<file path="src/design/tcw_pkg.sv">
// Shared constants, payload types and control structs of the text console writer.
package tcw_pkg;

  // Screen geometry
  localparam int COLUMNS = 80;
  localparam int ROWS    = 25;
  localparam int CELLS   = COLUMNS * ROWS;
  localparam int ADDR_W  = $clog2(CELLS);
  localparam int ROW_W   = 5;
  localparam int COL_W   = 7;
  localparam int CELL_W  = 16;

  localparam logic [ADDR_W-1:0] COLS_A    = ADDR_W'(COLUMNS);
  localparam logic [ADDR_W-1:0] COPY_LAST = ADDR_W'(CELLS - COLUMNS - 1);
  localparam logic [ADDR_W-1:0] CELL_LAST = ADDR_W'(CELLS - 1);

  // Request kinds
  localparam logic [1:0] KIND_PUT   = 2'd0;
  localparam logic [1:0] KIND_CLEAR = 2'd1;
  localparam logic [1:0] KIND_READ  = 2'd2;

  // Character and attribute codes
  localparam logic [7:0] CH_NEWLINE   = 8'h0A;
  localparam logic [7:0] CH_BACKSPACE = 8'h08;
  localparam logic [7:0] CH_SPACE     = 8'h20;
  localparam logic [7:0] RESET_ATTR   = 8'h07;

  typedef struct packed {
    logic [1:0]       kind;
    logic [7:0]       char_code;
    logic [ROW_W-1:0] read_row;
    logic [COL_W-1:0] read_col;
  } tcw_in_t;

  typedef struct packed {
    logic [7:0]       cell_char;
    logic [7:0]       cell_attr;
    logic [ROW_W-1:0] cur_row;
    logic [COL_W-1:0] cur_col;
  } tcw_out_t;

  // Controller to datapath
  typedef struct packed {
    logic latch;        // capture the accepted request
    logic exec_put;     // apply a put that needs no scroll
    logic scroll_start; // home the column, restart the sweep counter
    logic fill_start;   // home the cursor, restart the sweep counter
    logic sweep_copy;   // move one cell up by a row
    logic sweep_blank;  // blank one cell
    logic rd_issue;     // read the requested cell
    logic load_out;     // load the result register
    logic out_cell;     // result takes the read cell, else zeros
  } tcw_cmd_t;

  // Datapath to controller
  typedef struct packed {
    logic kind_put;
    logic kind_clear;
    logic kind_read;
    logic is_ordinary;
    logic need_scroll;
    logic rd_ok;
    logic copy_end;
    logic sweep_end;
  } tcw_sts_t;

endpackage

</file>
<file path="src/design/tcw_dp.sv">
// Datapath of the text console writer: cursor, sweep counter, write staging, result.
module tcw_dp import tcw_pkg::*; (
  input  logic              clk,
  input  logic              rst_n,
  input  tcw_in_t           in_data,
  input  logic              cfg_valid,
  input  logic [7:0]        cfg_data,
  input  tcw_cmd_t          cmd,
  output tcw_sts_t          sts,
  output tcw_out_t          out_data,
  output logic              ram_we,
  output logic [ADDR_W-1:0] ram_waddr,
  output logic [CELL_W-1:0] ram_wdata,
  output logic [ADDR_W-1:0] ram_raddr,
  input  logic [CELL_W-1:0] ram_rdata
);

  tcw_in_t           req_r, req_nxt;
  logic [ROW_W-1:0]  row_r, row_nxt;
  logic [COL_W-1:0]  col_r, col_nxt;
  logic [7:0]        attr_r, attr_nxt;
  logic [7:0]        fill_attr_r, fill_attr_nxt;
  logic [ADDR_W-1:0] sw_r, sw_nxt;
  logic              pend_r, pend_nxt;
  logic              pend_copy_r, pend_copy_nxt;
  logic [ADDR_W-1:0] pend_addr_r, pend_addr_nxt;
  logic [CELL_W-1:0] pend_data_r, pend_data_nxt;
  tcw_out_t          out_r, out_nxt;

  logic              is_nl, is_bs, is_ord, full, last_row, sweeping;
  logic              put_we;
  logic [ROW_W-1:0]  put_row;
  logic [COL_W-1:0]  put_col;
  logic [7:0]        put_chr;
  logic [ADDR_W-1:0] put_addr, req_addr;

  always_comb begin
    is_nl    = req_r.char_code == CH_NEWLINE;
    is_bs    = req_r.char_code == CH_BACKSPACE;
    is_ord   = !is_nl && !is_bs;
    full     = col_r >= COL_W'(COLUMNS);
    last_row = row_r == ROW_W'(ROWS - 1);

    sts.kind_put    = req_r.kind == KIND_PUT;
    sts.kind_clear  = req_r.kind == KIND_CLEAR;
    sts.kind_read   = req_r.kind == KIND_READ;
    sts.is_ordinary = is_ord;
    sts.need_scroll = last_row && (is_nl || (is_ord && full));
    sts.rd_ok       = (req_r.read_row < ROW_W'(ROWS)) && (req_r.read_col < COL_W'(COLUMNS));
    sts.copy_end    = sw_r == COPY_LAST;
    sts.sweep_end   = sw_r == CELL_LAST;
  end

  // Cursor update and the single-cell write of a put
  always_comb begin
    row_nxt = row_r;
    col_nxt = col_r;
    put_we  = 1'b0;
    put_row = row_r;
    put_col = col_r;
    put_chr = req_r.char_code;
    if (cmd.exec_put) begin
      priority if (is_nl) begin
        col_nxt = '0;
        row_nxt = row_r + 1'b1;
      end else if (is_bs) begin
        if (col_r == '0 && row_r == '0) begin
          // top-left corner: nothing to do
        end else if (col_r == '0) begin
          row_nxt = row_r - 1'b1;
          col_nxt = COL_W'(COLUMNS - 1);
          put_we  = 1'b1;
          put_row = row_nxt;
          put_col = col_nxt;
          put_chr = CH_SPACE;
        end else begin
          col_nxt = col_r - 1'b1;
          put_we  = 1'b1;
          put_col = col_nxt;
          put_chr = CH_SPACE;
        end
      end else if (full) begin
        row_nxt = row_r + 1'b1;
        col_nxt = COL_W'(1);
        put_we  = 1'b1;
        put_row = row_nxt;
        put_col = '0;
      end else begin
        col_nxt = col_r + 1'b1;
        put_we  = 1'b1;
      end
    end
    if (cmd.scroll_start) begin
      col_nxt = '0;
    end
    if (cmd.fill_start) begin
      row_nxt = '0;
      col_nxt = '0;
    end
  end

  assign put_addr = ADDR_W'(put_row) * COLS_A + ADDR_W'(put_col);
  assign req_addr = ADDR_W'(req_r.read_row) * COLS_A + ADDR_W'(req_r.read_col);
  assign sweeping = cmd.sweep_copy || cmd.sweep_blank;

  always_comb begin
    req_nxt       = cmd.latch ? in_data : req_r;
    attr_nxt      = cfg_valid ? cfg_data : attr_r;
    fill_attr_nxt = (cmd.scroll_start || cmd.fill_start) ? attr_r : fill_attr_r;

    sw_nxt = sw_r;
    if (cmd.scroll_start || cmd.fill_start) begin
      sw_nxt = '0;
    end else if (sweeping) begin
      sw_nxt = sw_r + 1'b1;
    end

    // Stage every write in a register so copies can wait for the read data
    pend_nxt      = sweeping || put_we;
    pend_copy_nxt = cmd.sweep_copy;
    pend_addr_nxt = sweeping ? sw_r : put_addr;
    pend_data_nxt = put_we ? {attr_r, put_chr} : {fill_attr_r, CH_SPACE};

    out_nxt = out_r;
    if (cmd.load_out) begin
      out_nxt.cell_char = cmd.out_cell ? ram_rdata[7:0] : 8'h00;
      out_nxt.cell_attr = cmd.out_cell ? ram_rdata[15:8] : 8'h00;
      out_nxt.cur_row   = row_nxt;
      out_nxt.cur_col   = col_nxt;
    end
  end

  assign ram_raddr = cmd.rd_issue ? req_addr : sw_r + COLS_A;
  assign ram_we    = pend_r;
  assign ram_waddr = pend_addr_r;
  assign ram_wdata = pend_copy_r ? ram_rdata : pend_data_r;
  assign out_data  = out_r;

  always_ff @(posedge clk) begin
    if (!rst_n) begin
      row_r       <= '0;
      col_r       <= '0;
      attr_r      <= RESET_ATTR;
      fill_attr_r <= RESET_ATTR;
      sw_r        <= '0;
      pend_r      <= 1'b0;
    end else begin
      row_r       <= row_nxt;
      col_r       <= col_nxt;
      attr_r      <= attr_nxt;
      fill_attr_r <= fill_attr_nxt;
      sw_r        <= sw_nxt;
      pend_r      <= pend_nxt;
    end
  end

  always_ff @(posedge clk) begin
    req_r       <= req_nxt;
    pend_copy_r <= pend_copy_nxt;
    pend_addr_r <= pend_addr_nxt;
    pend_data_r <= pend_data_nxt;
    out_r       <= out_nxt;
  end

endmodule

</file>
<file path="config.mk">
export PLATFORM = sky130hd
export DESIGN_NAME = tcw_dp
export DESIGN_NICKNAME = d
export VERILOG_FILES = /design/src/design/tcw_pkg.sv /design/src/design/tcw_dp.sv
export SDC_FILE = /design/constraint.sdc
export NUM_CORES = 1
export LEC_CHECK = 0
export ABC_AREA = 1
export BUFFER_PORTS_ARGS = -buffer_cell sky130_fd_sc_hd__buf_2
export CAP_MARGIN = 15
export CORE_MARGIN = 2
export CORE_UTILIZATION = 40
export CTS_CLUSTER_SIZE = 16
export DETAILED_ROUTE_END_ITERATION = 7
export GPL_ROUTABILITY_DRIVEN = 1
export PLACE_DENSITY = 0.71
export RECOVER_POWER = 100
export SKIP_CTS_REPAIR_TIMING = 1
export SKIP_LAST_GASP = 1
export SYNTH_ARGS = -nofsm -noshare
export SYNTH_HDL_FRONTEND = slang
export SYNTH_SLANG_ARGS = --single-unit
</file>
<file path="constraint.sdc">
create_clock -name clk -period 9.93 [get_ports clk]
set_input_delay 0.4965 -clock clk [delete_from_list [all_inputs] [get_ports clk]]
set_output_delay 0.4965 -clock clk [all_outputs]
set_load 0.01 [all_outputs]
</file>
After elaboration in Yosys (flattened, before gate mapping). Cells that the tools add are included.

Add/subtract/negate cells: 8. Bitwise logic cells: 1. Multiplexer cells: 33. Multiply operators: 2. $lt $le $gt $ge: 3. Reductions and logical operators: 15. Eq/ne operators: 7.

Operator list (count): two-way mux 7 bit (12); two-way mux 5 bit (9); two-way mux 16 bit (2); two-way mux 8 bit (4); adder 11 x 7 -> 11 bit (2); == test 11 bit (second input constant) (2); two-way mux 11 bit (2); == test 8 x 4 -> 1 bit (second input constant) (2); multiplier 5 x 3 -> 7 bit (second input constant) (2); adder 11 x 1 -> 11 bit (second input constant) (1); adder 11 x 7 -> 11 bit (second input constant) (1); adder 7 x 1 -> 7 bit (second input constant) (1); >= comparator 7 bit (second input constant) (1); logical NOT 7 bit (1); less-than comparator 7 bit (second input constant) (1); subtractor 7 x 1 -> 7 bit (second input constant) (1); adder 5 x 1 -> 5 bit (second input constant) (1); == test 5 bit (second input constant) (1); logical AND 1 bit (5); logical NOT 5 bit (1); less-than comparator 5 bit (second input constant) (1); subtractor 5 x 1 -> 5 bit (second input constant) (1); logical OR 1 bit (4); two-way mux 1 bit (4); other kinds (6) (7).

Word-level logic and storage cells: 87. Bits in registers: 118. Output and inout port bits: 75. Bits of input ports: 58.

Longest topological paths before layout. Gate-level depths: netlist of the first run.

Word-level depth: 9. Depth in mapped cells: 22. Depth with buffers taken out: 22.

Worst setup path after synthesis of the first run. Ideal clock, no wire load.

Path kind: reg2reg. From: register row_r[0]. To: register pend_addr_r[10] (netlist: ram_waddr[10]). Arrival time: 3.106 ns. Buffers on the path: 0. Clock period less this slack: 3.220 ns. Cell stages (with the launch flop): 21. Setup time: 0.114 ns. Setup slack: 6.710 ns. Path through: dfxtp_1 -> inv_1 -> ha_1 -> nand2_1 -> nor2_4 -> inv_1 -> nand2_4 -> nand2_1 -> nand2_1 -> nand2_1 -> a21oi_1 -> a21oi_1 -> ha_1 -> ha_1 -> fa_1 -> nand3_1 -> nor2_1 -> xnor2_1 -> nand3_1 -> nand3_1 -> nand2_1.

Word-level cells in the longest chain between the ends: 9. Elaborated cells between the ends (all ways): 17.

Ends and longest elaborated chain: from (decl) (RTL line tcw_dp.sv:19) `logic [ROW_W-1:0] row_r, row_nxt;`; from (signal assigned) (RTL line tcw_dp.sv:148) `row_r <= row_nxt;`; subtractor 5 x 1 -> 5 bit / logical NOT 5 bit (equally long branches) (RTL line tcw_dp.sv:70, tcw_dp.sv:67); two-way mux 5 bit / logical AND 1 bit (equally long branches) (RTL line tcw_dp.sv:69, tcw_dp.sv:67); two-way mux 5 bit (RTL line tcw_dp.sv:67) `if (col_r == '0 && row_r == '0) begin`; two-way mux 5 bit (RTL line tcw_dp.sv:66) `end else if (is_bs) begin`; two-way mux 5 bit (RTL line tcw_dp.sv:63) `priority if (is_nl) begin`; two-way mux 5 bit (RTL line tcw_dp.sv:62) `if (cmd.exec_put) begin`; multiplier 5 x 3 -> 7 bit (RTL line tcw_dp.sv:102) `assign put_addr = ADDR_W'(put_row) * COLS_A + ADDR_W'(put_col);`; adder 11 x 7 -> 11 bit * (RTL line tcw_dp.sv:102); two-way mux 11 bit * (RTL line tcw_dp.sv:121) `pend_addr_nxt = sweeping ? sw_r : put_addr;`; net pend_addr_nxt[10] (RTL line tcw_dp.sv:26) `logic [ADDR_W-1:0] pend_addr_r, pend_addr_nxt;`; to (signal assigned) (RTL line tcw_dp.sv:160) `pend_addr_r <= pend_addr_nxt;`; to (decl) (RTL line tcw_dp.sv:26).

The timed path passes the listed nets; every way through them passes the cells marked *. A chain may end at the register's enable or synchronous reset.

Worst setup path in the final report of the first run.
From: input port cmd[7] in the netlist's numbering. To: register pend_addr_r[10] (netlist: ram_waddr[10]).

Word-level cells in the longest chain between the ends: 4. Elaborated cells between the ends (all ways): 5.

Ends and longest elaborated chain: from (decl) (RTL line tcw_dp.sv:8) `input tcw_cmd_t cmd,`; two-way mux 5 bit (RTL line tcw_dp.sv:62); multiplier 5 x 3 -> 7 bit (RTL line tcw_dp.sv:102); adder 11 x 7 -> 11 bit * (RTL line tcw_dp.sv:102); two-way mux 11 bit * (RTL line tcw_dp.sv:121); net pend_addr_nxt[10] (RTL line tcw_dp.sv:26).

Marks and branches as above.

==> impl.org, run 1 <==
** Status
- The run finished, with violations left.
- Failing checks :: max-capacitance violations, max-slew violations

** Layout
- Net count, final :: 918
- The finished cells cover 7180 um^2.
- Relative to the synthesized area, the layout overhead comes to 19.5%.
- The number of antenna diodes in the final layout is 0.
- Proportion of layout cells with a drive suffix above 1 :: 13.9%
- Across the whole layout, storage elements account for 2860 um^2.
- Footprint of the multi-input gates :: 2580 um^2
- The filler cells instantiated in the layout total 1453.

** Floorplan
- Area inside the core boundary :: between 10000 and 15000 um^2
- Count of pins on the block boundary :: ~130
- The die covers 16000 um^2.
- Horizontal extent of the die :: roughly 130 um
- Count of standard-cell rows :: 44
- Starting Density :: 41.2%
- Measured along the y axis, the die boundary spans 127 um.

** Global routing
- Maximum number of pins on one net before global-route repair :: 29
- First-pass GRT wire length :: 22.7 mm
- Antenna violations before repair :: 0
- Global routing finished with a remaining overflow of 0.
- Number of global-route vias before repair :: 4684
- In the global route stage, overall resource usage came out at 17.8%.

** Power and ir drop
- For this design the static power due to leakage is around 3.2 nW.
- VDD sags by at most 0.000132 V.
- Total power per unit cell area :: 176 nW/um^2

** Yosys
- Unique masters post-synth :: 50
- Commonest cells post-synth :: sky130_fd_sc_hd__nand2_1 (129), sky130_fd_sc_hd__inv_1 (93), sky130_fd_sc_hd__dfxtp_1 (68)
- The share of synthesized area in the top cell type comes to 25.0%.
- Sequential elements use 47.7% of the synthesized area.
- Dominant cell type by area after synthesis :: sky130_fd_sc_hd__edfxtp_1
- By area the synthesized netlist is led by sky130_fd_sc_hd__edfxtp_1 (25%), sky130_fd_sc_hd__dfxtp_1 (23%), sky130_fd_sc_hd__nand2_1 (8.1%).
- Count of state elements after synthesis :: 118
- Summing the areas of all compound-gate instances in the mapped netlist gives 12.5% of the synthesized area.
- Summing the areas of all xor and xnor instances in the mapped netlist gives approximately 1.6% of the synthesized area.
- After synthesis, the share of cell area in mux cells is 3.00%.
- During synthesis, Yosys emitted a total of 0 warnings.
- Post-synthesis async set-or-reset flop share :: 0%
- Main combinational cell family by area after synthesis :: simple AND/OR/NAND/NOR gates
- Prevailing post-synth register cell :: sky130_fd_sc_hd__dfxtp_1
- Of the total synthesized cell area, the portion taken by full adders, half adders and majority gates is 6.75%.
- Synth Area in Simple Gates :: 20.0%
- Area of the mapped netlist :: 6010 um^2
- Top-count cell post-synth :: sky130_fd_sc_hd__nand2_1
- Mean cell area of the mapped netlist :: 8.61 um^2
- Synthesis produced a netlist whose cell count is ~700.
- EDFF count, synth :: 50
- Counting every net in the synthesized netlist gives a little under 800.

** STA
- Setup Total Neg Slack :: 0 ns
- Max-slew violation total from the final report :: 48
- After layout, the worst path uses approximately two fifths of the clock period.
- In this run the tightest slew margin relative to its limit is -23.5%.
- For the pin with the worst max-slew slack, the measured transition is between 1.5 and 2 ns.
- Clock skew on the completed layout was measured at ~0.0056 ns.
- Hold Vio Cnt, Final :: 0
- The clock period could shrink to 4.16 ns.
- Derived from the worst setup path, the maximum achievable clock frequency is 241 MHz.
- Setup repair after global routing missed its margin :: no
- Setup violations remaining at the end of the flow were counted as 0.

** Worst setup path
- The number of cells on the worst reg-to-reg path is 19.
- Data on the critical path arrives at its endpoint at 4.47 ns.
- Sort of element at the start of the critical path :: primary input
- At the worst endpoint, the required time is 10.24 ns.
- The worst setup path is captured at a register.
- Maximum fanout along the worst path :: 19
- FF-to-FF setup slack :: 6.04 ns
- R2r endpoint :: ram_waddr[10]
- The critical path is of the primary input to register type.
- Critical register-to-register path startpoint :: req_r[16]

** Route
- For this block, the routed nets add up to around 14 mm of wire.
- Summing over every cut layer, the via total after detailed routing is 5109.
- The first TritonRoute pass finished after 5 iterations.
- In the routed layout, each cell is associated on average with a via count of 4.97.
- Routed len/inst :: 13.8 um
- In this run, the number of DRC markers left after iteration 0 of detailed routing was 365.
- The count of nets left with antenna violations once routing finished came out at 0.
- Number of remaining DRC errors :: 0

** Hold path
- Min-delay src :: cmd[4]
- Path category of the worst min-delay check :: primary input to register
- Depth of the worst hold-timing path :: 1
- Worst Hold Path EP :: pend_copy_r

** Place
- Once placement finished, the instance area stood at 6790 um^2.
- Final HPWL DP :: 10.5 mm
- The count of buffers added on input and output ports is 132.
- RePlAce Congestion :: 0.914

** Run
- Max-cap violations in this run came to 2.

** CTS
- Number of H-tree levels :: 4
- CTS Root Cell :: sky130_fd_sc_hd__clkbuf_16
- No sink is reached through more buffers than the 2 on the longest clock path.
- Clock Latency Late Sink :: 0.42 ns
- Clock-pin slew reported for the worst setup and hold paths after clock tree synthesis :: ~0.06 ns
- CTS sink cnt :: 118
- TritonCTS created 17 clock buffers.
- TritonCTS built the clock tree.
-- power by group --
group | switching, mW | internal (mW) | total (mW)
combinational | 0.0947 | 0.0563 | 0.151
sequential | 0.0131 | 0.537 | 0.550
clock | 0.227 | 0.333 | 0.560
total | 0.335 | 0.926 | 1.26
-- routing by layer --
metal  vias to the layer above  GRT usage, %  part of all wire, %
met1                      2340          22.7                   44
li1                       2585             -                    -
met2                       167          28.6                   48
met4                         0          6.59                  1.5
met3                        17          5.40                  6.5
met5                         -             0                    0
-- final cells by class --
type	count	area share [%]
flip-flops and latches	118	39.9
inverters	103	5.46
well taps	184	3.21
clock inverters	13	1.34
multi-input cells	457	35.9
clock buffers	19	6.31
repair buffers	133	7.86
-- registers in the layout, summed over array words and instances (netlist names) --
| register | flops |
|---|---|
| pend_data_r | 16 |
| col_r | 7 |
| ram_we | 1 |
| ram_waddr | 11 |
| fill_attr_r | 8 |
| sw_r | 11 |
| out_data | 28 |
| req_r | 22 |
| attr_r | 8 |
| pend_copy_r | 1 |
| row_r | 5 |
-- metrics by stage --
stage                     total power [mW]  util, %  hold slack [ns]  instances  worst slack [ns]
final                                 1.26     49.2            0.226       1027              5.77
after floorplan                      0.659        -            0.423        698              6.71
after global placement               0.717     46.5            0.439        995              6.47
after global routing                  1.32     49.2            0.225       1027              5.47
after detailed placement             0.720     46.5            0.441        995              6.39
after CTS                             1.29     50.3            0.190       1027              6.36
-- cell usage in the layout (no fill, tap or decap), drive strengths merged, types with 4 or more instances in the layout --
| cell type | n |
|---|---|
| mux2 | 16 |
| nand2 | 135 |
| xor2 | 5 |
| clkinv | 8 |
| o22ai | 6 |
| a21oi | 46 |
| nor3 | 16 |
| o21ai | 67 |
| buf | 50 |
| inv | 106 |
| clkbuf | 102 |
| ha | 26 |
| nand4 | 6 |
| xnor2 | 6 |
| edfxtp | 50 |
| dfxtp | 68 |
| nand3 | 37 |
| fa | 4 |
| nor2 | 67 |
-- logic make-up (layout without fill, tap and decap cells) --
kind of cell             after synthesis  count (layout)
buffers and inverters                123             268
AND/OR/NAND/NOR                      266             266
flip-flops                           118             118
AO/OA/AOI/OAI                        134             134
multiplexers                          16              16
adder cells (fa/ha/maj)               30              30
XOR/XNOR                              11              11
-- worst max path at each step --
stage,from,endpoint,slack [ns],cells after the start
2_1_floorplan,row_r[0],ram_waddr[10],6.71,20
3_3_place_gp,row_r[0],ram_waddr[10],6.47,20
3_5_place_dp,req_r[16],ram_waddr[10],6.39,19
4_1_cts,req_r[16],ram_waddr[10],6.36,19
5_1_grt,cmd[7],ram_waddr[10],5.47,15
6_report,cmd[7],ram_waddr[10],5.77,15
-- worst max-delay path, stage by stage --
cell	delay [ns]
sky130_fd_sc_hd__clkbuf_1	0.68
sky130_fd_sc_hd__inv_1	0.30
sky130_fd_sc_hd__nor2_1	0.90
sky130_fd_sc_hd__nand4_1	0.16
sky130_fd_sc_hd__nand3_1	0.16
sky130_fd_sc_hd__a21oi_1	0.08
sky130_fd_sc_hd__ha_1	0.31
sky130_fd_sc_hd__ha_1	0.22
sky130_fd_sc_hd__fa_1	0.53
sky130_fd_sc_hd__nand3_1	0.11
sky130_fd_sc_hd__nor2_1	0.13
sky130_fd_sc_hd__xnor2_1	0.15
sky130_fd_sc_hd__nand3_1	0.10
sky130_fd_sc_hd__nand3_1	0.09
sky130_fd_sc_hd__nand2_1	0.05
Power figures use the tool's default switching activity.
==> inputs of run 2 (changes only) <==
- ABC_AREA: 1 -> 0
- clock period: 9.93 -> 4.2 ns (I/O delays scaled with it)
==> impl.org, run 2 <==
** Status
- The run finished, with violations left.
- Failing checks :: max-capacitance violations, max-slew violations

** Global routing
- The number of global-route vias before repair was 4669 (-0.32%).
- The total track usage came to 18.7% (+0.92 points).
- Antenna violations before repair :: 0 (unchanged)
- Total overflow reported by the global router :: 0 (unchanged)
- First-pass GRT wire length :: 23.8 mm (+5.1%)
- The largest net degree at the start of global routing came to 29 (unchanged).

** Power and ir drop
- The power density of the placed cells was 388 nW/um^2 (+120%).
- The worst supply voltage drop on vdd came to 0.000265 V (+100%).
- Overall power of the completed layout :: 2.97 mW (+140%)
- Leakage power of the design :: 3.02 nW (-5.2%)

** Layout
- The library cell used most frequently in the layout, excluding fill and tap cells, is sky130_fd_sc_hd__clkbuf_1.
- The number of flip-flops under the largest register name was 28 (unchanged).
- Net count, final :: 860 (-6.3%)
- Synthesis-to-finish area growth :: 26.9%
- The proportion of layout cells with a drive suffix above 1 came to 19.1% (+5.2 points).
- Antenna cells :: 0 (unchanged)
- Utilization of the core after routing :: 52.2% (+3.0 points)
- Total non-filler cell area in the finished layout :: 7650 um^2 (+6.6%)
- The fill cell total of the finished layout was 1372 (-5.6%).
- In the layout the commonest cells are sky130_fd_sc_hd__clkbuf_1 (83), sky130_fd_sc_hd__dfxtp_1 (68), sky130_fd_sc_hd__nand2_1 (61), sky130_fd_sc_hd__nor2_1 (54), sky130_fd_sc_hd__buf_2 (53).

** Yosys
- Post-synthesis async set-or-reset flop share :: 0% (unchanged)
- Among all flip-flop cells after synthesis, the most frequent one is sky130_fd_sc_hd__dfxtp_1.
- Unique masters post-synth :: 63 (+26%)
- The sequential element share of the synthesized area came to 47.5% (-0.15 points).
- EDFF count, synth :: 50 (unchanged)
- Area of the mapped netlist :: 6030 um^2 (+0.31%)
- The mean post-synth cell area came to 9.99 um^2 (+16%).
- Mapped Nets :: 691 (-12%)
- Main area contributors after synthesis :: sky130_fd_sc_hd__edfxtp_1 (25%), sky130_fd_sc_hd__dfxtp_1 (23%), sky130_fd_sc_hd__mux2_2 (5.4%)
- The largest total area in the synthesized netlist belongs to sky130_fd_sc_hd__edfxtp_1.
- The cell count after synthesis was 603 (-14%).
- The area share of the largest cell type after synthesis was 24.9% (-0.078 points).
- Commonest cells post-synth :: sky130_fd_sc_hd__dfxtp_1 (68), sky130_fd_sc_hd__nand2_1 (61), sky130_fd_sc_hd__nor2_1 (54)
- The warning count from the yosys run is 0 (unchanged).
- Top-count cell post-synth :: sky130_fd_sc_hd__dfxtp_1
- The number of flip-flops and latches in the synthesized netlist was 118 (unchanged).

** STA
- The setup violation total in the final timing report is 0 (unchanged).
- Hold WS :: 0.0160 ns (-0.210 ns)
- Of the available clock period, the critical path in the final layout requires between 90 and 100%.
- Timing would allow up to between 200 and 300 MHz.
- Slew margin rel. :: -1.60% (+22 points)
- Hold Vio Cnt, Final :: 0 (unchanged)
- Min Tclk post-route :: 3.98 ns
- Actual transition at the worst max-transition pin :: 1.52 ns (-0.309 ns)
- The setup TNS is 0 ns (unchanged).
- The largest clock skew in the final design is 0.0117 ns (+0.00610 ns).
- Max-slew violation total from the final report :: 29 (-40%)

** CTS
- The clock-pin slew on the worst setup and hold paths is 0.06 ns (about the same).
- TritonCTS built the clock tree.
- CTS sink cnt :: 118 (unchanged)
- CTS Root Cell :: sky130_fd_sc_hd__clkbuf_16
- The number of H-tree branching levels came to 4 (unchanged).
- The number of buffers added by the clock tree synthesis step was 17 (unchanged).
- Clock Latency Late Sink :: 0.41 ns (about the same)
- The maximum count of clock buffers along a single path was 2 (unchanged).

** Floorplan
- Die height :: 127 um (+0.15%)
- Area inside the core boundary :: 14600 um^2 (+0.38%)
- The number of core rows came to 44 (unchanged).
- The die footprint was 16100 um^2 (+0.30%).
- Count of pins on the block boundary :: 133 (unchanged)
- Horizontal extent of the die :: 127 um (+0.15%)
- The initial standard-cell utilization of the core came to 41.1% (about the same).

** Worst setup path
- CP endpoint kind :: register
- By startpoint and endpoint, the worst setup path is classified as register to register.
- The data arrival time of the critical path was 4.28 ns (-0.19 ns).
- The data required time at the worst endpoint was 4.49 ns (-5.75 ns).
- Sort of element at the start of the critical path :: register
- Maximum fanout along the worst path :: 12 (-7)

** Hold path
- Path category of the worst min-delay check :: primary input to register

** Route
- The average wire per standard cell came to 15.9 um (+15%).
- The count of unresolved DRC violations after routing was 0 (unchanged).
- Final routed wirelength across all metal layers :: 15.4 mm (+8.8%)
- The starting DRC count in detailed routing was 327 (-10%).
- The number of detailed-route iterations in the first pass came to 5 (unchanged).
- The number of vias in the routed layout is 5073 (-0.70%).
- Routed Antenna Nets :: 0 (unchanged)
- Detailed-route vias per instance :: 5.24 (+5.2%)

** Place
- Final HPWL DP :: 10.9 mm (+4.0%)
- RePlAce Congestion :: 0.911 (-0.30%)
- Number of buffers added on ports :: 132 (unchanged)
- The total cell area at the placement stage was 6970 um^2 (+2.7%).

** Run
- Max Cap Viol :: 1 (-1)
## run 2: cell types whose count changed in the layout (fill, tap and decap cells not counted), sizes merged, moves of 17 or more
| cell | delta |
|---|---|
| nand2 | -74 |
| and2 | +23 |
| dlygate4sd3 | +23 |
| buf | +26 |
| o21ai | -37 |
| nand3 | -17 |
| inv | -85 |
## run 2: layout make-up
class / instances / area [um^2] / area share [%]
multi-input combinational: 436 / 2960 / 38.7
sequential: 118 / 2860 / 37.4
timing repair buffer: 182 / 980 / 12.8
clock buffer: 17 / 425 / 5.56
tap: 184 / 230 / 3.01
clock inverter: 15 / 129 / 1.69
inverter: 17 / 63.8 / 0.835
## run 2: path summary, 6_finish.rpt
check	startpoint	end	slack [ns]	depth (start not counted)
max reg2reg	req_r[18]	ram_waddr[10]	0.22	13
min	cfg_data[0]	attr_r[0]	0.02	3
max	req_r[18]	ram_waddr[10]	0.22	13
min reg2reg	fill_attr_r[5]	fill_attr_r[5]	0.47	2
## run 2: kinds of logic (layout without fill, tap and decap cells)
kind of cell	after synthesis	in the layout	synth area share, %
multiplexers	37	37	6.75
flip-flops	118	118	47.5
AO/OA/AOI/OAI	111	111	12.0
XOR/XNOR	35	35	5.09
adder cells (fa/ha/maj)	30	30	6.73
AND/OR/NAND/NOR	223	223	18.6
buffers and inverters	49	231	3.34
## run 2: report_power, final
| part | internal [mW] | leakage [nW] | switching [mW] |
|---|---|---|---|
| logic | 0.142 | 1.70 | 0.177 |
| registers | 1.26 | 1.05 | 0.0308 |
| clock network | 0.814 | 0.269 | 0.545 |
| total | 2.21 | 3.02 | 0.753 |
## run 2: stage by stage
step / instances / setup slack [ns]
after floorplan: 603 / 0.0759
after global placement: 913 / 0.353
after detailed placement: 913 / 0.262
after CTS: 945 / 0.217
after global routing: 969 / -0.00916
final: 969 / 0.216
## run 2: critical path, cell delays in order (launching register included)
cell	delay (ns)
sky130_fd_sc_hd__edfxtp_1	0.41
sky130_fd_sc_hd__or4b_4	0.61
sky130_fd_sc_hd__nor3_4	0.26
sky130_fd_sc_hd__clkbuf_1	0.47
sky130_fd_sc_hd__nand4_1	0.17
sky130_fd_sc_hd__nand3_1	0.22
sky130_fd_sc_hd__ha_1	0.29
sky130_fd_sc_hd__fa_1	0.52
sky130_fd_sc_hd__nand2_1	0.08
sky130_fd_sc_hd__nor2b_1	0.16
sky130_fd_sc_hd__o21ai_0	0.11
sky130_fd_sc_hd__a221oi_1	0.31
sky130_fd_sc_hd__xor2_1	0.17
sky130_fd_sc_hd__o21ai_0	0.08
## run 2: metal layers
metal,wire length (um),GRT usage (%),share of wire (%)
met2,7080,29.3,46
met4,164,5.69,1.1
met5,0,0,0
met3,1200,5.90,7.8
met1,6920,25.0,45
