$ cat src/design/tcw_pkg.sv
// Shared constants, payload types and control structs of the text console writer.
package tcw_pkg;

  // Screen geometry
  localparam int COLUMNS = 80;
  localparam int ROWS    = 25;
  localparam int CELLS   = COLUMNS * ROWS;
  localparam int ADDR_W  = $clog2(CELLS);
  localparam int ROW_W   = 5;
  localparam int COL_W   = 7;
  localparam int CELL_W  = 16;

  localparam logic [ADDR_W-1:0] COLS_A    = ADDR_W'(COLUMNS);
  localparam logic [ADDR_W-1:0] COPY_LAST = ADDR_W'(CELLS - COLUMNS - 1);
  localparam logic [ADDR_W-1:0] CELL_LAST = ADDR_W'(CELLS - 1);

  // Request kinds
  localparam logic [1:0] KIND_PUT   = 2'd0;
  localparam logic [1:0] KIND_CLEAR = 2'd1;
  localparam logic [1:0] KIND_READ  = 2'd2;

  // Character and attribute codes
  localparam logic [7:0] CH_NEWLINE   = 8'h0A;
  localparam logic [7:0] CH_BACKSPACE = 8'h08;
  localparam logic [7:0] CH_SPACE     = 8'h20;
  localparam logic [7:0] RESET_ATTR   = 8'h07;

  typedef struct packed {
    logic [1:0]       kind;
    logic [7:0]       char_code;
    logic [ROW_W-1:0] read_row;
    logic [COL_W-1:0] read_col;
  } tcw_in_t;

  typedef struct packed {
    logic [7:0]       cell_char;
    logic [7:0]       cell_attr;
    logic [ROW_W-1:0] cur_row;
    logic [COL_W-1:0] cur_col;
  } tcw_out_t;

  // Controller to datapath
  typedef struct packed {
    logic latch;        // capture the accepted request
    logic exec_put;     // apply a put that needs no scroll
    logic scroll_start; // home the column, restart the sweep counter
    logic fill_start;   // home the cursor, restart the sweep counter
    logic sweep_copy;   // move one cell up by a row
    logic sweep_blank;  // blank one cell
    logic rd_issue;     // read the requested cell
    logic load_out;     // load the result register
    logic out_cell;     // result takes the read cell, else zeros
  } tcw_cmd_t;

  // Datapath to controller
  typedef struct packed {
    logic kind_put;
    logic kind_clear;
    logic kind_read;
    logic is_ordinary;
    logic need_scroll;
    logic rd_ok;
    logic copy_end;
    logic sweep_end;
  } tcw_sts_t;

endpackage

$ cat src/design/tcw_ctrl.sv
// Control state machine of the text console writer.
module tcw_ctrl import tcw_pkg::*; (
  input  logic     clk,
  input  logic     rst_n,
  input  logic     in_valid,
  output logic     in_ready,
  output logic     out_valid,
  input  logic     out_ready,
  input  tcw_sts_t sts,
  output tcw_cmd_t cmd
);

  typedef enum logic [6:0] {
    ST_INIT   = 7'b0000001,
    ST_IDLE   = 7'b0000010,
    ST_EXEC   = 7'b0000100,
    ST_SCROLL = 7'b0001000,
    ST_BLANK  = 7'b0010000,
    ST_FILL   = 7'b0100000,
    ST_RDWAIT = 7'b1000000
  } tcw_state_t;

  tcw_state_t state_r, state_nxt;
  logic       out_valid_r, out_valid_nxt;

  assign out_valid = out_valid_r;

  always_comb begin
    state_nxt = state_r;
    cmd       = '0;
    in_ready  = 1'b0;
    unique case (state_r)
      ST_INIT: begin
        cmd.sweep_blank = 1'b1;
        if (sts.sweep_end) begin
          state_nxt = ST_IDLE;
        end
      end
      ST_IDLE: begin
        in_ready = !out_valid_r || out_ready;
        if (in_valid && in_ready) begin
          cmd.latch = 1'b1;
          state_nxt = ST_EXEC;
        end
      end
      ST_EXEC: begin
        priority if (sts.kind_put) begin
          if (sts.need_scroll) begin
            cmd.scroll_start = 1'b1;
            state_nxt        = ST_SCROLL;
          end else begin
            cmd.exec_put = 1'b1;
            cmd.load_out = 1'b1;
            state_nxt    = ST_IDLE;
          end
        end else if (sts.kind_clear) begin
          cmd.fill_start = 1'b1;
          state_nxt      = ST_FILL;
        end else if (sts.kind_read && sts.rd_ok) begin
          cmd.rd_issue = 1'b1;
          state_nxt    = ST_RDWAIT;
        end else begin
          cmd.load_out = 1'b1;
          state_nxt    = ST_IDLE;
        end
      end
      ST_SCROLL: begin
        cmd.sweep_copy = 1'b1;
        if (sts.copy_end) begin
          state_nxt = ST_BLANK;
        end
      end
      ST_BLANK: begin
        cmd.sweep_blank = 1'b1;
        if (sts.sweep_end) begin
          if (sts.is_ordinary) begin
            state_nxt = ST_EXEC;
          end else begin
            cmd.load_out = 1'b1;
            state_nxt    = ST_IDLE;
          end
        end
      end
      ST_FILL: begin
        cmd.sweep_blank = 1'b1;
        if (sts.sweep_end) begin
          cmd.load_out = 1'b1;
          state_nxt    = ST_IDLE;
        end
      end
      ST_RDWAIT: begin
        cmd.load_out = 1'b1;
        cmd.out_cell = 1'b1;
        state_nxt    = ST_IDLE;
      end
      default: begin
        state_nxt = ST_IDLE;
      end
    endcase
  end

  always_comb begin
    out_valid_nxt = out_valid_r;
    if (out_valid_r && out_ready) begin
      out_valid_nxt = 1'b0;
    end
    if (cmd.load_out) begin
      out_valid_nxt = 1'b1;
    end
  end

  always_ff @(posedge clk) begin
    if (!rst_n) begin
      state_r     <= ST_INIT;
      out_valid_r <= 1'b0;
    end else begin
      state_r     <= state_nxt;
      out_valid_r <= out_valid_nxt;
    end
  end

endmodule

$ cat config.mk
export PLATFORM = sky130hd
export DESIGN_NAME = tcw_ctrl
export DESIGN_NICKNAME = d
export VERILOG_FILES = /design/src/design/tcw_pkg.sv /design/src/design/tcw_ctrl.sv
export SDC_FILE = /design/constraint.sdc
export NUM_CORES = 1
export LEC_CHECK = 0
export BUFFER_PORTS_ARGS = -buffer_cell sky130_fd_sc_hd__buf_2
export CORE_UTILIZATION = 48
export CTS_CLUSTER_DIAMETER = 50
export DETAILED_ROUTE_END_ITERATION = 12
export PLACE_DENSITY = 0.74
export SKIP_LAST_GASP = 1
export SLEW_MARGIN = 40
export SYNTH_ARGS = -nofsm -noshare
export SYNTH_HDL_FRONTEND = slang
export SYNTH_SLANG_ARGS = --single-unit
export TNS_END_PERCENT = 100
$ cat constraint.sdc
create_clock -name clk -period 1.9 [get_ports clk]
set_input_delay 0.38 -clock clk [delete_from_list [all_inputs] [get_ports clk]]
set_output_delay 0.38 -clock clk [all_outputs]
set_load 0.1 [all_outputs]
# Word level (Yosys, flattened, before mapping)
# Index checks and enable logic that the tools add are counted.
# op_classes
n_eq_ne	11
muxes	34
reduce_logical	9
# ops
op	count
7-bit 2-to-1 mux	7
7-bit one-hot mux with 5 select lines	1
1-bit 2-to-1 mux	20
7-bit by 1-bit equality test with 1-bit output, second input constant	1
7-bit by 2-bit equality test with 1-bit output, second input constant	1
7-bit by 3-bit equality test with 1-bit output, second input constant	1
7-bit by 4-bit equality test with 1-bit output, second input constant	1
7-bit by 5-bit equality test with 1-bit output, second input constant	1
7-bit by 6-bit equality test with 1-bit output, second input constant	1
7-bit equality test, second input constant	1
3-bit 2-to-1 mux	2
2-bit != test, second input constant	3
2-bit 2-to-1 mux	2
4-bit 2-to-1 mux	1
1-bit one-hot mux with 4 select lines	1
4-bit AND reduction	1
1-bit logical AND	3
3-bit OR reduction	1
2-bit by 1-bit != test with 1-bit output, second input constant	1
2-bit nonzero test	1
2-bit OR reduction	1
1-bit logical NOT	1
1-bit logical OR	1
# totals
regBits	8
out_inout_bits	11
wordCells	56

# Depth between registers and ports, before layout
# Gate-level depths: netlist of run 1.
# logic_depth
ltp_word	6
depth_mapped	7

# Worst setup path before layout of run 1
# No wires, ideal clock.
# synth_timing
path_type	register to register
from	register state_r[1]
to	register state_r[6]
arrival_ps	4159
required_ps	1825
setup_slack_ps	-2334
path_stages_with_launch	6
path_buffers	1
period_less_slack_ps	4234
path_cell_list	dfxtp_1 buf_2 nor4b_2 nand2_1 nor4_1 and2_1
# synth_via
elab_chain_len	4
elab_cells_between_ends	13
# synth_lines
element	line_no	text
start, declared	tcw_ctrl.sv:23	tcw_state_t state_r, state_nxt;
start signal, assigned	tcw_ctrl.sv:117	state_r <= state_nxt;
7-bit by 6-bit equality test with 1-bit output / 7-bit by 1-bit equality test with 1-bit output (equally long branches)	tcw_ctrl.sv:32	unique case (state_r)
2-bit OR reduction (no line)	n/a	
2-bit by 1-bit != test with 1-bit output (no line)	n/a	
4-bit AND reduction (no line)	n/a	
# Several ways; a longest one is shown, not always the timed one.
# A chain may end at the register's enable or synchronous reset.

==> impl.org, run 1 <==
** Job
- The tool flagged a number of max-cap violations equal to 0.

** Synthesis
- Number of distinct standard cells referenced by the synthesized netlist :: 38
- Sequential cells were found to cover 23.9% of the synthesized design area.
- Mapped cell area :: 671 um2
- Post-synthesis sequential element count :: 8
- Syn Inst Count :: 90
- Synthesis produced a netlist with a net count of 102.
- Summing the areas of all compound-gate instances in the mapped netlist gives 18.7% of the synthesized area.
- For this run, the number of Yosys warnings is 0.
- Main flop type after synthesis :: sky130_fd_sc_hd__dfxtp_1
- After synthesis, the share of cell area in mux cells is 0%.
- Basic-gate share of the synthesized area counting and, or, nand and nor cells :: 44.8%
- Async set-reset flop share out of synthesis :: 0%
- After synthesis, the largest family of logic cells by area is simple AND/OR/NAND/NOR gates.
- Share of the synthesized netlist area taken by xor and xnor gates :: 3.92%
- Mean instance size in the synthesized netlist :: 7.45 um2
- The synthesized design contains 0 enable-type register cells.
- Synthesized-area fraction occupied by adder cells :: 0%

** STA
- Setup repair after global routing could not meet its margin everywhere.
- The worst path in the final design needs a cycle of 1990 ps, including I/O delays and setup.
- Final clock skew :: 2.03 ps
- Tightest Pin Transition :: 482 ps
- Final-report hold violation count :: 0
- Setup tns final :: -337 ps
- After layout, the worst path uses 105% of the clock period.
- Hold timing on the final database bottoms out at a slack of 376 ps.
- The final max-slew violation count was 0.
- Final WS setup :: -94.1 ps
- Setup violations remaining at the end of the flow were counted as 5.
- For this run, the top clock speed supported by timing is 501 MHz.
- In this run the tightest slew margin relative to its limit is 68.1%.

** Critical path
- In this run the worst path has a maximum fanout of 6.
- STA puts the critical path data arrival time at 1610 ps.
- Classification of the worst setup path :: reg2out
- Req. time, crit path :: 1520 ps
- The slowest stage of the critical path belongs to the cell sky130_fd_sc_hd__dfxtp_4.
- Worst R2R Path Depth :: 8
- In this design, the stage delay of the slowest critical-path cell is 370 ps.
- In this run the register-to-register setup slack is 20 ps.
- Start of the worst register-to-register path :: state_r[2]
- The worst setup path is captured at an output port.
- Largest delay contributor family on the critical path :: simple AND/OR/NAND/NOR gates
- CP bufs+invs :: 2
- STA classifies the critical path startpoint as a flip-flop.
- The signal on the critical path passes through nor4b_4 > buf_4 > o211ai_1 > nand2_1 > buf_12.
- In this run the critical register-to-register path is captured at state_r[1].

** Detailed routing
- Remaining DRCs :: 0
- Across all layers, the routed design uses 780 vias.
- Via count normalized by instance count :: 5.86
- Routed Wire Length :: 1.99 mm
- Routed wire per std cell :: 15.0 um
- The first routing iteration left 15 violations.
- The first TritonRoute pass finished after 4 iterations.
- Detail Route Antenna Nets :: 0

** Global routing
- Overall fraction of global-route tracks in use :: 28.6%
- Antenna violations before repair :: 0
- First-pass GRT wire length :: 2.91 mm
- The via count of the first global-routing pass came to 684.
- Pin count of the biggest net entering global routing :: 13
- GR Overflow Total :: 0

** Placed design
- Input and output buffers added on the ports amount to 22.
- Final weighted congestion of routability-driven global placement :: 0.832
- Number of instances in the placed design :: 125
- Placed wire-length estimate :: 1.51 mm

** Floorplanning
- The floorplan has 13 rows.
- From left edge to right edge, the die measures 39.4 um.
- From bottom edge to top edge, the die measures 39.4 um.
- Number of ports placed on the die boundary :: 23
- The core region is 0.00130 mm2.
- The die covers 0.00155 mm2.
- The initial utilization of the core area, before any placement, comes to 51.5%.

** Power
- Leakage dissipation :: 0.453 nW
- IR analysis of the VDD net gives a maximum drop of 0.403 mV.
- Total power per unit cell area :: 490 mW/mm2

** Clock network
- No sink is reached through more buffers than the 2 on the longest clock path.
- Clk pin slew, worst setup/hold paths :: 60 ps
- TritonCTS clock tree :: done
- CTS Buf Count :: 3
- Clock network latency to the later pin of the worst-skew pair :: 260 ps
- The tree built by TritonCTS fans out to 8 sinks.
- Clock Tree Root :: sky130_fd_sc_hd__clkbuf_4
- CTS built an H-tree with a depth of 1.

** Layout
- # nets final :: 132
- Count of fill cells added during filler insertion :: 75
- Number of antenna repair diodes :: 0
- Cells with a size suffix above 1 make up 54.2% of the layout.
- Finished Layout Cells :: 133
- The multi-input combinational cells in the finished layout cover a total of 544 um2.
- Across the whole layout, storage elements account for 178 um2.
- Relative to the synthesized area, the layout overhead comes to 67.2%.

** Status
- The final reports fail on negative setup slack.
- Status :: finished, violations left

** Min path
- Beginning of the worst hold path :: rst_n
- Kind of path behind the tightest hold check :: in2reg
- End of the worst hold path :: state_r[0]
- Along the worst hold path, the cell count comes to 2.
[worst reg2reg max path, cell delays in order (launching register included)]
cell and delay [ps]:
sky130_fd_sc_hd__dfxtp_2 330, sky130_fd_sc_hd__buf_6 130, sky130_fd_sc_hd__or4b_4 540, sky130_fd_sc_hd__buf_4 160, sky130_fd_sc_hd__buf_4 130, sky130_fd_sc_hd__nor2_4 80
sky130_fd_sc_hd__nand2_2 70, sky130_fd_sc_hd__and3_4 170, sky130_fd_sc_hd__a311oi_2 180
[where the power goes]
| group | switching [mW] | internal [mW] |
|---|---|---|
| clock | 0.0644 | 0.0727 |
| sequential | 0.0190 | 0.175 |
| combinational | 0.128 | 0.0907 |
| total | 0.211 | 0.339 |
[worst max path at each step]
stage | cells after the start | to | start
after floorplan | 4 | cmd[2] | state_r[0]
after global placement | 4 | cmd[2] | state_r[1]
after detailed placement | 4 | cmd[2] | state_r[1]
after CTS | 4 | cmd[5] | state_r[0]
after global routing | 5 | cmd[1] | state_r[3]
final | 5 | cmd[1] | state_r[3]
[flip-flops by register name (all words and copies together) (netlist names)]
| register | cells |
|---|---|
| state_r | 7 |
| out_valid | 1 |
[metal layers]
| layer | vias to the layer above | global-route usage, % | wire length [um] |
|---|---|---|---|
| li1 | 386 | - | - |
| met1 | 364 | 34.0 | 837 |
| met2 | 30 | 50.0 | 1040 |
| met3 | 0 | 8.52 | 117 |
| met4 | 0 | 6.03 | 0 |
| met5 | - | 0 | 0 |
[synthesized netlist by cell type, types with 2 or more instances]
cell                       number  share of area [%]
sky130_fd_sc_hd__buf_4          2                2.2
sky130_fd_sc_hd__nor4_1         2                1.9
sky130_fd_sc_hd__or3_1          2                1.9
sky130_fd_sc_hd__buf_2          2                1.5
sky130_fd_sc_hd__nor3_1         5                3.7
sky130_fd_sc_hd__a21oi_1        2                1.5
sky130_fd_sc_hd__o21ai_0        7                5.2
sky130_fd_sc_hd__and3_1         4                3.7
sky130_fd_sc_hd__nor2_1         8                4.5
sky130_fd_sc_hd__nor3b_1        3                3.4
sky130_fd_sc_hd__dfxtp_1        8                 24
sky130_fd_sc_hd__inv_1          3                1.7
sky130_fd_sc_hd__clkbuf_1       2                1.1
sky130_fd_sc_hd__nand2b_1       3                2.8
sky130_fd_sc_hd__nand2_1        9                5.0
sky130_fd_sc_hd__a31oi_1        4                3.7
sky130_fd_sc_hd__xor2_1         3                3.9
[cell type report]
cell class | instances | area share, %
clock buffer | 3 | 2.01
multi-input combinational | 71 | 48.5
inverter | 3 | 1.00
timing repair buffer | 33 | 30.9
tap | 15 | 1.67
sequential | 8 | 15.8
[per-stage QoR]
step                      total power [mW]  setup WS (ps)  utilization [%]  instance area, um2
after detailed placement             0.409           44.5             79.0                1030
after global routing                 0.571           -172             86.2                1120
final                                0.550          -94.1             86.2                1120
after global placement               0.402            108             79.0                1030
after CTS                            0.545          -98.9             81.8                1060
after floorplan                      0.342           -482                -                 769
[kinds of logic (layout without fill, tap and decap cells)]
kind of cell	Yosys count	in the layout
flops	8	8
compound gates	19	19
xor+xnor	3	3
simple gates	49	49
buf+inv	11	39
[layout by cell type (no fill, tap or decap), types with 3 or more instances in the layout]
cell	count
sky130_fd_sc_hd__inv_1	3
sky130_fd_sc_hd__buf_4	10
sky130_fd_sc_hd__dfxtp_2	5
sky130_fd_sc_hd__nor3_1	4
sky130_fd_sc_hd__xor2_1	3
sky130_fd_sc_hd__dfxtp_4	3
sky130_fd_sc_hd__nor2_4	4
sky130_fd_sc_hd__o21ai_0	6
sky130_fd_sc_hd__nor2_1	5
sky130_fd_sc_hd__buf_12	10
sky130_fd_sc_hd__clkbuf_4	3
sky130_fd_sc_hd__a31oi_1	4
sky130_fd_sc_hd__buf_2	12
sky130_fd_sc_hd__nand2_1	8
sky130_fd_sc_hd__and3_2	3
sky130_fd_sc_hd__nand2b_1	3
[what timing repair did]
action | 4_1_cts | 5_1_grt
hold buffers | 0 | 0
gates resized for setup | 5 | 9
endpoints found under the hold margin | 0 | 0
buffers inserted | 1 | 4
pin swaps | 5 | 5
endpoints found under the setup margin | 9 | 10
No activity file was read; power rests on OpenSTA's default activity.
==> inputs of run 2 (changes only) <==
--- a/config.mk
+++ b/config.mk
@@ -10,6 +10,7 @@
 export CTS_CLUSTER_DIAMETER = 50
 export DETAILED_ROUTE_END_ITERATION = 12
 export PLACE_DENSITY = 0.74
+export RECOVER_POWER = 50
 export SKIP_LAST_GASP = 1
 export SLEW_MARGIN = 40
 export SYNTH_ARGS = -nofsm -noshare
==> constraint.sdc (replaced) <==
create_clock -name clk -period 1.9 [get_ports clk]
set_input_delay 0.19 -clock clk [delete_from_list [all_inputs] [get_ports clk]]
set_output_delay 0.19 -clock clk [all_outputs]
set_load 0.1 [all_outputs]
==> run 2 against run 1 <==
Critical endpoint unchanged; routed wire length is 12% lower; largest cell class unchanged; via count is 5.9% lower; clock-buffer cell count stayed put; total power is 3.7% lower; highest routed layer is now met4; critical path depth stayed put; cell area is 8.7% lower; register-to-register slack better by 130 ps; core utilization is 7.5 points lower; worst hold slack worse by 210 ps; the run now ends clean; flip-flop and latch count stayed put; sequential power is 3% higher.
==> impl.org, run 2 (synthesis gave the netlist of run 1 again) <==
** Clock network
- Clk pin slew, worst setup/hold paths :: 60 ps (about the same)
- The clock sink count was 8 (unchanged).
- The insertion delay to the later sink of the worst-skew pair was 260 ps (about the same).
- The number of buffers inserted for hold repair after clock tree synthesis is 0 (unchanged).
- TritonCTS clock tree :: done (unchanged)
- Clock Path Buffers :: 2 (unchanged)
- The clock buffer count from CTS is 3 (unchanged).
- Clock Tree Root :: sky130_fd_sc_hd__clkbuf_4 (unchanged)
- The total number of H-tree levels is 1 (unchanged).

** Layout
- The final-stage net count was 124 (was 132).
- Finished Layout Cells :: 125 (was 133)
- Count of fill cells added during filler insertion :: 84 (was 75)
- Post-Route Utilization :: 78.7% (was 86.2%)
- Area delta synth->final :: 52.6% (was 67.2%)
- The register with the most flip-flops is state_r (unchanged).
- The flip-flop count of the largest register, all copies and words added is 7 (unchanged).
- Number of antenna repair diodes :: 0 (unchanged)
- The multi-input combinational cell area was 514 um2 (was 544 um2).
- Leading cell types in the layout, fill and taps excluded :: sky130_fd_sc_hd__buf_2 (11), sky130_fd_sc_hd__buf_12 (10), sky130_fd_sc_hd__nand2_1 (8), sky130_fd_sc_hd__nor2_1 (7), sky130_fd_sc_hd__o21ai_0 (7) (was sky130_fd_sc_hd__buf_2 (12), sky130_fd_sc_hd__buf_12 (10), sky130_fd_sc_hd__buf_4 (10), sky130_fd_sc_hd__nand2_1 (8), sky130_fd_sc_hd__o21ai_0 (6))
- Share of final-layout standard cells stronger than drive strength 1 :: 42.7% (was 54.2%)
- Register area :: 174 um2 (was 178 um2)
- The most common library cell in the layout ignoring fill and taps was sky130_fd_sc_hd__buf_2 (unchanged).

** Critical path
- The worst-path maximum fanout is 9 (was 6).
- Req. time, crit path :: 1710 ps (was 1520 ps)
- Kind of capture point of the worst setup path :: output port (unchanged)
- Classification of the worst setup path :: reg2out (unchanged)
- Critical path data arrival time :: 1630 ps (was 1610 ps)
- The type of element launching the critical path was a flip-flop (unchanged).

** Floorplanning
- The vertical extent of the die came to 39.4 um (unchanged).
- Core region area :: 0.00130 mm2 (unchanged)
- The width of the die came to 39.4 um (unchanged).
- Die ar. :: 0.00155 mm2 (unchanged)
- The count of boundary I/O pins was 23 (unchanged).
- Initial Utilization :: 51.5% (unchanged)
- Rows :: 13 (unchanged)

** STA
- Post-route clock period utilization :: 96.0% (was 105%)
- The transition at the pin with the smallest max-transition slack was 541 ps (was 482 ps).
- The final max-slew violation count was 0 (unchanged).
- Max-slew headroom :: 64.1% (was 68.1%)
- The count of endpoints failing setup in the final report came to 0 (was 5).
- The minimum clock period is 1820 ps (was 1990 ps).
- The number of hold-slack violations in the final timing report was 0 (unchanged).
- The hold slack was 171 ps (was 376 ps).
- The summed negative setup slack over all endpoints was 0 ps (was -337 ps).
- The worst setup slack after layout is 75.9 ps (was -94.1 ps).
- Setup repair after global routing missed its margin: false (was true).
- FMAX :: 548 MHz (was 501 MHz)
- Final clock skew :: 2.40 ps (was 2.03 ps)

** Placed design
- The sum of net half-perimeters after detailed placement is 1.36 mm (was 1.51 mm).
- Final weighted congestion of routability-driven global placement :: 0.806 (was 0.832)
- The total instance count after detailed placement is 121 (was 125).
- The number of buffer cells added on primary ports came to 22 (unchanged).
- The placement-stage worst setup slack is 151 ps (was 44.5 ps).

** Detailed routing
- Detailed-route via count :: 734 (was 780)
- The final wirelength was 1.76 mm (was 1.99 mm).
- The vias per cell was 5.87 (was 5.86).
- Remaining DRCs :: 0 (unchanged)
- The number of DRC markers after the initial detailed-route iteration is 20 (was 15).
- Number of detailed-route iterations in the first pass :: 4 (unchanged)
- Detail Route Antenna Nets :: 0 (unchanged)
- Routed wire per std cell :: 14.1 um (was 15.0 um)

** Power
- Total power per unit cell area :: 517 mW/mm2 (was 490 mW/mm2)
- Leakage dissipation :: 0.408 nW (was 0.453 nW)
- The worst ir drop on vdd is 0.282 mV (was 0.403 mV).

** Global routing
- First-pass GRT wire length :: 2.69 mm (was 2.91 mm)
- Vias in the first global route :: 614 (was 684)
- The largest net degree at the start of global routing is 13 (unchanged).
- The number of antenna violations at the first check in global routing was 0 (unchanged).
- GR Overflow Total :: 0 (unchanged)
- Overall fraction of global-route tracks in use :: 27.0% (was 28.6%)

** Job
- The number of max-cap violations came to 0 (unchanged).

** Status
- Status: finished clean (was finished, violations left).

** Min path
- The path type of the worst min-delay path was in2reg (unchanged).
## run 2: cell count changes in the layout (fill, tap and decap cells not counted), sizes merged
cell / previous run / this run
buf: 33 / 24
clkbuf: 3 / 4
## run 2: final timing paths
check                   from          to  slack (ps)  cells past startpoint
setup reg to reg  state_r[0]  state_r[1]         150                      5
hold / removal         rst_n  state_r[0]         170                      2
hold reg to reg   state_r[5]  state_r[4]         580                      1
setup / recovery  state_r[0]      cmd[1]          80                      5
## run 2: timing repair
action,CTS,global route
pin swaps,1,4
setup endpoints to repair,6,6
gates resized for setup,3,7
endpoints found under the hold margin,0,0
setup buffers,1,0
## run 2: layer usage
layer / share of wire, % / up-vias / global-route usage [%]
met5: 0 / - / 0
met4: 0.57 / 0 / 7.76
met3: 5.3 / 2 / 10.2
met2: 51 / 31 / 46.7
met1: 42 / 330 / 30.4
li1: - / 371 / -
## run 2: worst max-delay path: stages (launching register included)
cell and delay [ps]:
sky130_fd_sc_hd__dfxtp_4 390, sky130_fd_sc_hd__nor4b_4 330, sky130_fd_sc_hd__buf_4 170, sky130_fd_sc_hd__o211ai_1 140
sky130_fd_sc_hd__nand2_1 150, sky130_fd_sc_hd__buf_12 180
## run 2: per-stage QoR
step / instance area (um2) / power [mW]
4_1_cts: 1020 / 0.536
2_1_floorplan: 732 / 0.331
6_report: 1020 / 0.529
5_1_grt: 1020 / 0.561
3_5_place_dp: 976 / 0.389
3_3_place_gp: 976 / 0.385
## run 2: cell type report
cell class,instances,area share [%]
Timing Repair Buffer,25,27.6
Tap cell,15,1.83
Inverter,3,1.10
Sequential cell,8,17.0
Clock buffer,3,2.20
Multi-Input combinational cell,71,50.2
## run 2: report_power, final
group,internal [mW],total (mW),leakage [nW],switching [mW]
sequential,0.176,0.200,0.0678,0.0241
combinational,0.0794,0.193,0.326,0.114
clock,0.0727,0.136,0.0138,0.0633
total,0.328,0.529,0.408,0.201
==> inputs of run 3 (changes only) <==
--- a/config.mk
+++ b/config.mk
@@ -5,6 +5,7 @@
 export SDC_FILE = /design/constraint.sdc
 export NUM_CORES = 1
 export LEC_CHECK = 0
+export ABC_AREA = 1
 export BUFFER_PORTS_ARGS = -buffer_cell sky130_fd_sc_hd__buf_2
 export CORE_UTILIZATION = 48
 export CTS_CLUSTER_DIAMETER = 50
==> run 3 against run 2 <==
Via count is 0.68% lower; non-clock buffer count decreased by 3; register-to-register slack better by 250 ps; routed wire length is 10% lower; synthesized cell count grew 24%.
==> impl.org, run 3 <==
** Status
- Status: finished clean (unchanged).

** Critical path
- Kind of capture point of the worst setup path :: output port (unchanged)
- CP bufs+invs :: 2 (unchanged)
- Worst R2R Path Depth :: 7 (was 5)
- Worst reg2reg setup slack :: 400 ps (was 150 ps)
- The critical path depth in cells is 5 (unchanged).
- The arrival time of data at the critical path endpoint was 1620 ps (was 1630 ps).
- The worst-path maximum fanout is 6 (was 9).
- Ordered list of cells on the worst path: inv_2 > nand3_2 > nor2_4 > and3_1 > buf_2 (was nor4b_4 > buf_4 > o211ai_1 > nand2_1 > buf_12).
- The worst flop-to-flop path startpoint was state_r[2] (was state_r[0]).
- The required time reported for the critical path endpoint is 1710 ps (about the same).
- Classification of the worst setup path :: reg2out (unchanged)
- Largest delay contributor family on the critical path :: buffers and inverters (was simple AND/OR/NAND/NOR gates)
- The endpoint of the lowest-slack register-to-register path is state_r[0] (was state_r[1]).
- The slowest cell on the critical path is sky130_fd_sc_hd__buf_2 (was sky130_fd_sc_hd__dfxtp_4).
- Crit start category :: flip-flop (unchanged)
- Stage delay of the slowest cell on the critical path :: 420 ps (was 390 ps)

** Power
- The reported leakage power is 0.493 nW (was 0.408 nW).
- The power consumption was 717 uW (was 529 uW).
- The total power per unit cell area is 829 mW/mm2 (was 517 mW/mm2).
- The worst ir drop on vdd was 0.571 mV (was 0.282 mV).

** Layout
- The layout cell share with drive strength beyond 1 is 35.6% (was 42.7%).
- The growth of design area from synthesis to finish is 29.1% (was 52.6%).
- Most common library cell in the layout ignoring fill and taps :: sky130_fd_sc_hd__nand2_1 (was sky130_fd_sc_hd__buf_2)
- The sequential cell area came to 160 um2 (was 174 um2).
- The final-stage net count was 149 (was 124).
- Count of fill cells added during filler insertion :: 132 (was 84)
- The number of diodes was 0 (unchanged).
- Area taken by multi-input logic gates :: 415 um2 (was 514 um2)
- Leading cell types in the layout, fill and taps excluded :: sky130_fd_sc_hd__nand2_1 (22), sky130_fd_sc_hd__nor2_1 (19), sky130_fd_sc_hd__inv_1 (17), sky130_fd_sc_hd__buf_2 (15), sky130_fd_sc_hd__nand3_1 (9) (was sky130_fd_sc_hd__buf_2 (11), sky130_fd_sc_hd__buf_12 (10), sky130_fd_sc_hd__nand2_1 (8), sky130_fd_sc_hd__nor2_1 (7), sky130_fd_sc_hd__o21ai_0 (7))
- The register with the most flip-flops is state_r (unchanged).
- The post-layout instance area is 866 um2 (was 0.00102 mm2).
- Number of flip-flops in the largest register :: 7 (unchanged)
- The share of the core filled with cells is 66.5% (was 78.7%).

** Synthesis
- Sequential share of the synthesized area :: 23.9% (unchanged)
- Synth top cells by count: sky130_fd_sc_hd__nand2_1 (21), sky130_fd_sc_hd__nor2_1 (21), sky130_fd_sc_hd__inv_1 (17) (was sky130_fd_sc_hd__nand2_1 (9), sky130_fd_sc_hd__dfxtp_1 (8), sky130_fd_sc_hd__nor2_1 (8)).
- Main area contributors after synthesis :: sky130_fd_sc_hd__dfxtp_1 (24%), sky130_fd_sc_hd__nand2_1 (12%), sky130_fd_sc_hd__nor2_1 (12%) (was sky130_fd_sc_hd__dfxtp_1 (24%), sky130_fd_sc_hd__o21ai_0 (5.2%), sky130_fd_sc_hd__nand2_1 (5.0%))
- The number of synthesized flops with an enable pin came to 0 (unchanged).
- The synthesized instance count was 112 (was 90).
- Synth warnings :: 0 (unchanged)
- Number of distinct standard cells referenced by the synthesized netlist :: 20 (was 38)
- Top cell type's share of synthesized area :: 23.9% (unchanged)
- Most area-hungry cell type in the Yosys netlist :: sky130_fd_sc_hd__dfxtp_1 (unchanged)
- The number of flip-flops and latches in the synthesized netlist came to 8 (unchanged).
- The post-synthesis cell area came to 671 um2 (unchanged).
- Main flop type after synthesis :: sky130_fd_sc_hd__dfxtp_1 (unchanged)
- The number of nets produced by synthesis came to 124 (was 102).
- Mean instance size in the synthesized netlist :: 5.99 um2 (was 7.45 um2)
- Async set-reset flop share out of synthesis :: 0% (unchanged)

** Floorplanning
- The area of the core is 0.00130 mm2 (unchanged).
- Die ar. :: 0.00155 mm2 (unchanged)
- Floorplan die height :: 39.4 um (unchanged)
- Initial Utilization :: 51.5% (unchanged)
- Rows :: 13 (unchanged)
- The width of the die was 39.4 um (unchanged).
- The count of boundary I/O pins came to 23 (unchanged).

** Detailed routing
- The total via count after detailed routing was 729 (was 734).
- The post-detailed-route DRC marker count is 0 (unchanged).
- The detailed-router iteration count before antenna repair was 4 (unchanged).
- The final wirelength was 1.58 mm (was 1.76 mm).
- Detail Route Antenna Nets :: 0 (unchanged)
- The number of DRC markers after the initial detailed-route iteration was 21 (was 20).
- The average detailed-routed wire length per instance was 10.5 um (was 14.1 um).
- The vias per cell was 4.86 (was 5.87).

** Placed design
- Placed wire-length estimate :: 1.32 mm (was 1.36 mm)
- The placed cell area was 847 um2 (was 976 um2).
- Buffers on Ports :: 22 (unchanged)
- Final weighted congestion of routability-driven global placement :: 0.820 (was 0.806)

** Clock network
- CTS Buf Count :: 3 (unchanged)
- The number of gates resized after CTS was 0 (was 3).
- The clock tree from TritonCTS is done (unchanged).
- Clock Path Buffers :: 2 (unchanged)
- Clock Tree Root :: sky130_fd_sc_hd__clkbuf_4 (unchanged)
- Count of clock tree sinks :: 8 (unchanged)
- The clock slew seen by the registers of the worst setup and hold paths was 70 ps (was 60 ps).
- Setup Buffers After CTS :: 0 (was 1)
- Depth of the CTS H-tree :: 1 (unchanged)
- The number of buffers inserted for hold repair after clock tree synthesis came to 0 (unchanged).
- Clock network latency to the later pin of the worst-skew pair :: 260 ps (about the same)

** STA
- The worst slew margin relative to its limit came to 64.2% (was 64.1%).
- Setup repair after global routing missed its margin :: false (unchanged)
- Tightest Pin Transition :: 540 ps (was 541 ps)
- The final clock period utilization by the worst path came to 95.3% (was 96.0%).
- Setup tns final :: 0 ps (unchanged)
- The achievable clock frequency came to 552 MHz (was 548 MHz).
- Final-report hold violation count :: 0 (unchanged)
- Slew Limit Fails :: 0 (unchanged)
- The minimum clock period was 1810 ps (was 1820 ps).
- The worst clock skew came to 11.7 ps (was 2.40 ps).
- Finish-stage setup viols :: 0 (unchanged)

** Min path
- The path type of the worst min-delay path is in2reg (unchanged).
- The worst-case hold path end point was state_r[0] (unchanged).
- The hold path depth was 2 (unchanged).
- Beginning of the worst hold path :: rst_n (unchanged)

** Global routing
- The number of antenna violations at the first check in global routing was 0 (unchanged).
- Vias in the first global route :: 551 (was 614)
- The largest net degree at the start of global routing was 8 (was 13).
- The aggregate global-route resource usage is 24.0% (was 27.0%).
- First-pass GRT wire length :: 2.40 mm (was 2.69 mm)
- GR Overflow Total :: 0 (unchanged)

** Job
- Total of max-cap violations :: 0 (unchanged)
[run 3: cell types whose count changed in the layout (fill, tap and decap cells not counted), sizes merged, moves of 4 or more]
cell | before | now
nor2 | 9 | 24
nand3 | 1 | 11
nor3 | 6 | 2
inv | 3 | 23
nand2 | 10 | 29
a31oi | 4 | 0
buf | 24 | 18
[run 3: logic make-up (layout without fill, tap and decap cells)]
kind of cell / after synthesis / in the layout / synth area share (%)
flops: 8 / 8 / 23.9
simple gates: 71 / 71 / 53.4
compound gates: 8 / 8 / 7.65
buf+inv: 25 / 48 / 15.1
[run 3: cell type report]
type / instances / area share (%)
multi-input combinational: 79 / 48.0
timing repair buffer: 22 / 18.8
sequential: 8 / 18.5
inverter: 23 / 9.97
clock buffer: 3 / 2.60
tap: 15 / 2.17
[run 3: through the flow]
stage / setup slack (ps) / hold slack (ps) / std cells
finish: 88.4 / 217 / 150
global placement: 349 / 456 / 147
global route: 13.8 / 233 / 150
CTS: 49.2 / 209 / 150
floorplan: -226 / 266 / 112
detailed placement: 337 / 468 / 147
[run 3: worst reg2reg max path, delay by kind of cell, from the launching register on]
kind                   cells  cell delay, ps
AOI/OAI and AO/OA          2             530
buffers and inverters      1              70
DFF                        1             360
and+or+nand+nor            4             390
[run 3: where the power goes]
group / leakage, nW / switching, mW / internal, mW
clock: 0.0138 / 0.0635 / 0.0726
sequential: 0.0655 / 0.0165 / 0.186
combinational: 0.413 / 0.270 / 0.109
total: 0.493 / 0.350 / 0.368
[run 3: routing by layer]
| metal | vias up | global-route usage [%] | wire (um) |
|---|---|---|---|
| met5 | - | 0 | 0 |
| met4 | 0 | 10.3 | 21 |
| met3 | 2 | 6.82 | 109 |
| met2 | 23 | 35.8 | 718 |
| met1 | 315 | 31.5 | 731 |
| li1 | 389 | - | - |
[run 3: worst max-delay path by stage]
stage                     from  endpoint  slack, ps
CTS                 state_r[5]    cmd[7]         50
floorplan           state_r[5]    cmd[7]       -230
finish              state_r[5]    cmd[6]         90
global route        state_r[3]  in_ready         10
global placement    state_r[5]    cmd[7]        350
detailed placement  state_r[5]    cmd[7]        340
